<file path="src/sv/gbba_div.sv">
// Radix-2 restoring divider for unsigned operands, one quotient bit a cycle.
module gbba_div #(
  parameter int NUM_W = 41,
  parameter int DEN_W = 18
) (
  input  logic             clk_i,
  input  logic             rst_ni,
  input  logic             start_i,
  input  logic [NUM_W-1:0] num_i,
  input  logic [DEN_W-1:0] den_i,
  output logic             busy_o,
  output logic             done_o,
  output logic [NUM_W-1:0] quo_o
);

  localparam int CW = $clog2(NUM_W + 1);

  logic             busy_q, done_q;
  logic [CW-1:0]    cnt_q;
  logic [DEN_W-1:0] rem_q, den_q;
  logic [NUM_W-1:0] quo_q;
  logic [DEN_W:0]   shifted, diff;
  logic             ge;

  always_comb begin
    shifted = {rem_q, quo_q[NUM_W-1]};
    diff    = shifted - {1'b0, den_q};
    ge      = shifted >= {1'b0, den_q};
  end

  always_ff @(posedge clk_i or negedge rst_ni) begin
    if (!rst_ni) begin
      busy_q <= 1'b0;
      done_q <= 1'b0;
      cnt_q  <= '0;
    end else begin
      done_q <= 1'b0;
      if (start_i) begin
        busy_q <= 1'b1;
        cnt_q  <= CW'(NUM_W);
      end else if (busy_q) begin
        cnt_q <= cnt_q - CW'(1);
        if (cnt_q == CW'(1)) begin
          busy_q <= 1'b0;
          done_q <= 1'b1;
        end
      end
    end
  end

  always_ff @(posedge clk_i) begin
    if (start_i) begin
      rem_q <= '0;
      quo_q <= num_i;
      den_q <= den_i;
    end else if (busy_q) begin
      rem_q <= ge ? diff[DEN_W-1:0] : shifted[DEN_W-1:0];
      quo_q <= {quo_q[NUM_W-2:0], ge};
    end
  end

  assign busy_o = busy_q;
  assign done_o = done_q;
  assign quo_o  = quo_q;

endmodule

</file>
<file path="config.mk">
export PLATFORM = sky130hd
export DESIGN_NAME = gbba_div
export DESIGN_NICKNAME = d
export VERILOG_FILES = /design/src/sv/gbba_div.sv
export SDC_FILE = /design/constraint.sdc
export NUM_CORES = 1
export LEC_CHECK = 0
export ABC_AREA = 1
export BUFFER_PORTS_ARGS = -buffer_cell sky130_fd_sc_hd__buf_4
export CORE_ASPECT_RATIO = 1.2
export CORE_MARGIN = 5
export CORE_UTILIZATION = 30
export CTS_BUF_LIST = sky130_fd_sc_hd__clkbuf_8
export CTS_CLUSTER_DIAMETER = 40
export DETAILED_ROUTE_END_ITERATION = 12
export SYNTH_ARGS = -nofsm -noshare
export SYNTH_HDL_FRONTEND = slang
export SYNTH_SLANG_ARGS = --single-unit
export TNS_END_PERCENT = 1
</file>
<file path="constraint.sdc">
create_clock -name clk_i -period 6 [get_ports clk_i]
set_clock_uncertainty 0.05 [all_clocks]
set_input_delay 0.3 -clock clk_i [delete_from_list [all_inputs] [get_ports clk_i]]
set_output_delay 0.3 -clock clk_i [all_outputs]
set_load 0.05 [all_outputs]
</file>
Word-level counts from Yosys, hierarchy flattened
Index checks and enable logic that the tools add are counted.
{"block": "totals", "regBits": 85, "in_bits": 62, "output_inout_bits": 43}
{"block": "classes", "addsub": 2, "order_cmp": 1, "eq_ne": 1, "n_mux": 11, "n_reduce_logical": 1}
{"cell": "$mux 41", "n": 2}
{"cell": "$ge 19x18->1", "n": 1}
{"cell": "$mux 18", "n": 1}
{"cell": "$sub 18x18->18", "n": 1}
{"cell": "$mux 6", "n": 2}
{"cell": "$eq 6x1->1 const B", "n": 1}
{"cell": "$mux 1", "n": 6}
{"cell": "$sub 6x1->6 const B", "n": 1}
{"cell": "$reduce_bool 2->1", "n": 1}

Depth between registers and ports, before layout
{"block": "depth", "ltp_word": 4, "ltp_mapped": 16}

Least setup slack after synthesis
OpenSTA, ideal clock, no wires.
{"block": "synth_path", "path_type": "reg2reg", "start": "reg busy_q (netlist: busy_o)", "end": "reg quo_q[0] (netlist: quo_o[0]) (enable)", "setup_ps": 611, "t_arrival_ps": 1687, "t_required_ps": 5339, "slack_ps": 3652, "path_stages_with_launch": 3, "path_buffers": 0, "cell_sequence": "dfrtp_1 > nor2_1 > clkinv_1"}
{"block": "synth_between", "elab_chain_cells": 1}
{"item": "from (decl)", "line": "18", "source": "logic busy_q, done_q;"}
{"item": "from (signal assigned)", "line": "33", "source": "busy_q <= 1'b0;"}
{"item": "from (signal assigned)", "line": "39", "source": "busy_q <= 1'b1;"}
{"item": "from (signal assigned)", "line": "44", "source": "busy_q <= 1'b0;"}
{"item": "$reduce_bool 2->1 (no line)"}
{"item": "to (signal assigned)", "line": "54", "source": "quo_q <= num_i;"}
{"item": "to (signal assigned)", "line": "58", "source": "quo_q <= {quo_q[NUM_W-2:0], ge};"}
{"item": "to (decl)", "line": "21", "source": "logic [NUM_W-1:0] quo_q;"}
Every way passes these cells.
A chain may end at the register's enable or synchronous reset.

Final worst setup path
{"block": "layout_path", "start": "reg busy_q (netlist: busy_o)", "end": "reg quo_q[16] (netlist: quo_o[16]) (enable)"}
The elaborated chain is that of the path after synthesis.

==> flow_summary.ini <==
[synthesis]
synth_top_area_share = 0.381
synth-seq-area-share = 0.502
synthFlopType = edfxtp_1
synthTopCellsByArea = edfxtp_1 (38%), nand2_1 (20%), dfxtp_1 (7.8%)
ys_seq_elements = 85
synth_cell_types = 32
yosys_warnings = 0
avgSynthCellArea_sq_um = 8.07
synth_edf_count = 59
yosys.area.top_type = edfxtp_1
synth_area_sq_mm = 0.00465
syn_nets = 659
syn_inst = 576
async_flop_share = 0.0941

[worst_setup_path]
cp_data_required_time_ns = 5.91
cp-start-kind = flip-flop
path_max_fanout = 50
r2r-end = quo_o[16]
reg2reg_slack_ns = 3.72
end_kind = flip-flop
startpoint = busy_o
path_class = reg -> reg
cp.arrival_ns = 2.19
crit_end = quo_o[16]
reg2reg_depth = 2
reg2reg_from = busy_o

[grt]
grt_busiest_layer = met2
grtUsageMet1 = 0.162
use_met3 = 0.0549
grt_pass1_vias = 3994
grt_pass1_wl_mm = 19.3
met2_usage = 0.217
grt_max_degree = 51
grt_antenna_before_repair = 0
grt_overflow = 0
track_usage = 0.137

[sta]
slew-limit-headroom = 0.297
fmax_ghz = 0.438
worstMarginPinSlew_ns = 1.05
finalCritPeriodShare = 0.380
finalSetupViolCount = 0
rsz0062_at_grt = false
period_needed_ns = 2.28
report.final.slew_viol_count = 0
finalHoldViolations = 0
setup_tns_ns = 0

[floorplanning]
rows = 49
initial_utilization = 0.308
io_pins = 105
fp.dieH_um = 146
core_sq_mm = 0.0151
dieArea_sq_mm = 0.0181
fp.dieW_um = 124

[cts]
cts_root_buffer = clkbuf_8
cts_buffers = 9
cts-resized-gates = 0
cts_sinks = 85
clk_latency_ns = 0.38
cts_tree = built
clk_pin_slew_worst_paths_ns = 0.10
cts-htree-levels = 3
cts_buffer_depth = 2

[detailed_routing]
avgViaCountPerCell = 4.43
wl_mm = 11.8
ant_nets = 0
wl_per_cell_um = 13.3
dr.first_iter.drc_count = 150
dr.pass1.iters = 6
drc_errors = 0
vias = 3937

[final_layout]
drive_above_1_share = 0.204
layout.nets = 763
area_growth_pct = 25.9
final_cell_mix = nand2_1 (244), buf_4 (108), inv_1 (63), edfxtp_1 (59), nand3_1 (35)
final.fill_count = 1630
layout_commonest_cell = nand2_1
n_antenna_cell = 0

[power]
finalPower_w = 0.00228
ir_worst_vdd_mv = 0.141
p_leak_nw = 2.97
p_per_area_mw_per_mm2 = 389

[run_status]
status = complete, no violations

[hold_path]
hold_path_class = in -> reg
min_delay_path_depth = 1

[placement]
dpl.hpwl_mm = 8.53
portBuffers = 104
gp_congestion = 0.849

[job]
maxCapViolations = 0
-- area by class of cell --
type	count	area [sq um]	share of cell area
Sequential cell	85	2330	0.399
Clock inverter	7	90.1	0.0154
Tap cell	204	255	0.0436
Inverter	68	255	0.0436
Clock buffer	9	124	0.0212
Timing Repair Buffer	109	821	0.140
Multi-Input combinational cell	407	1970	0.337
-- stage by stage --
stage          hold slack [ns]  worst slack [ns]  std cells   util  instance area, sq um
2_1_floorplan          -0.0456              3.65        576      -                  4650
3_3_place_gp            0.0823              3.61        872  0.373                  5630
3_5_place_dp            0.0780              3.56        872  0.373                  5630
4_1_cts                0.00815              3.63        889  0.388                  5850
5_1_grt                0.00405              3.36        889  0.388                  5850
6_report                0.0313              3.72        889  0.388                  5850
-- how the worst min path moves through the flow --
stage | startpoint | to | slack, ns
2_1_floorplan | rst_ni | busy_o | -0.05
3_3_place_gp | rst_ni | done_o | 0.08
3_5_place_dp | rst_ni | done_o | 0.08
4_1_cts | den_i[0] | den_q[0] | 0.008
5_1_grt | den_i[4] | den_q[4] | 0.004
6_report | den_i[0] | den_q[0] | 0.03
-- critical path: stages (launching register included) --
cell	delay (ns)
dfrtp_1	0.44
nor2_1	0.68
inv_2	0.66
-- kinds of logic (layout without fill, tap and decap cells) --
group                    count (synthesis)  count (layout)  synth area share
AO/OA/AOI/OAI                           37              37            0.0423
XOR/XNOR                                 8               8            0.0151
adder cells (fa/ha/maj)                 21              21            0.0581
buffers and inverters                   84             193            0.0735
flip-flops                              85              85             0.502
AND/OR/NAND/NOR                        341             341             0.309
-- power breakdown --
group          switching, W  total, W  internal [W]
combinational      0.000650   0.00104      0.000386
sequential        0.0000609  0.000794      0.000733
clock              0.000246  0.000448      0.000203
-- Yosys cell counts, drive strengths merged, types with 2 or more instances --
| library cell | number |
|---|---|
| nor3 | 6 |
| nand2 | 252 |
| xnor2 | 7 |
| nor2 | 30 |
| o21bai | 2 |
| o21ai | 16 |
| inv | 65 |
| nand3b | 13 |
| a21oi | 17 |
| clkbuf | 9 |
| ha | 20 |
| dfxtp | 18 |
| nand3 | 39 |
| buf | 7 |
| edfxtp | 59 |
| dfrtp | 8 |
| clkinv | 3 |
-- metal layers --
layer  share of wire  wire length, um  up-vias
met2            0.46             5420      106
met5               0                0        -
met3           0.084              992       15
li1                -                -     2049
met4           0.019              223        0
met1            0.44             5150     1767
-- state kept, by name, indices dropped and copies added (netlist names) --
signal	flops
done_o	1
quo_o	41
busy_o	1
rem_q	18
den_q	18
cnt_q	6
-- what timing repair did --
action                                  CTS  global route
setup buffers                             0             0
hold buffers                              1             0
endpoints found under the setup margin    0             0
hold endpoints to repair                  8             0
(Power assumes the default switching activity.)
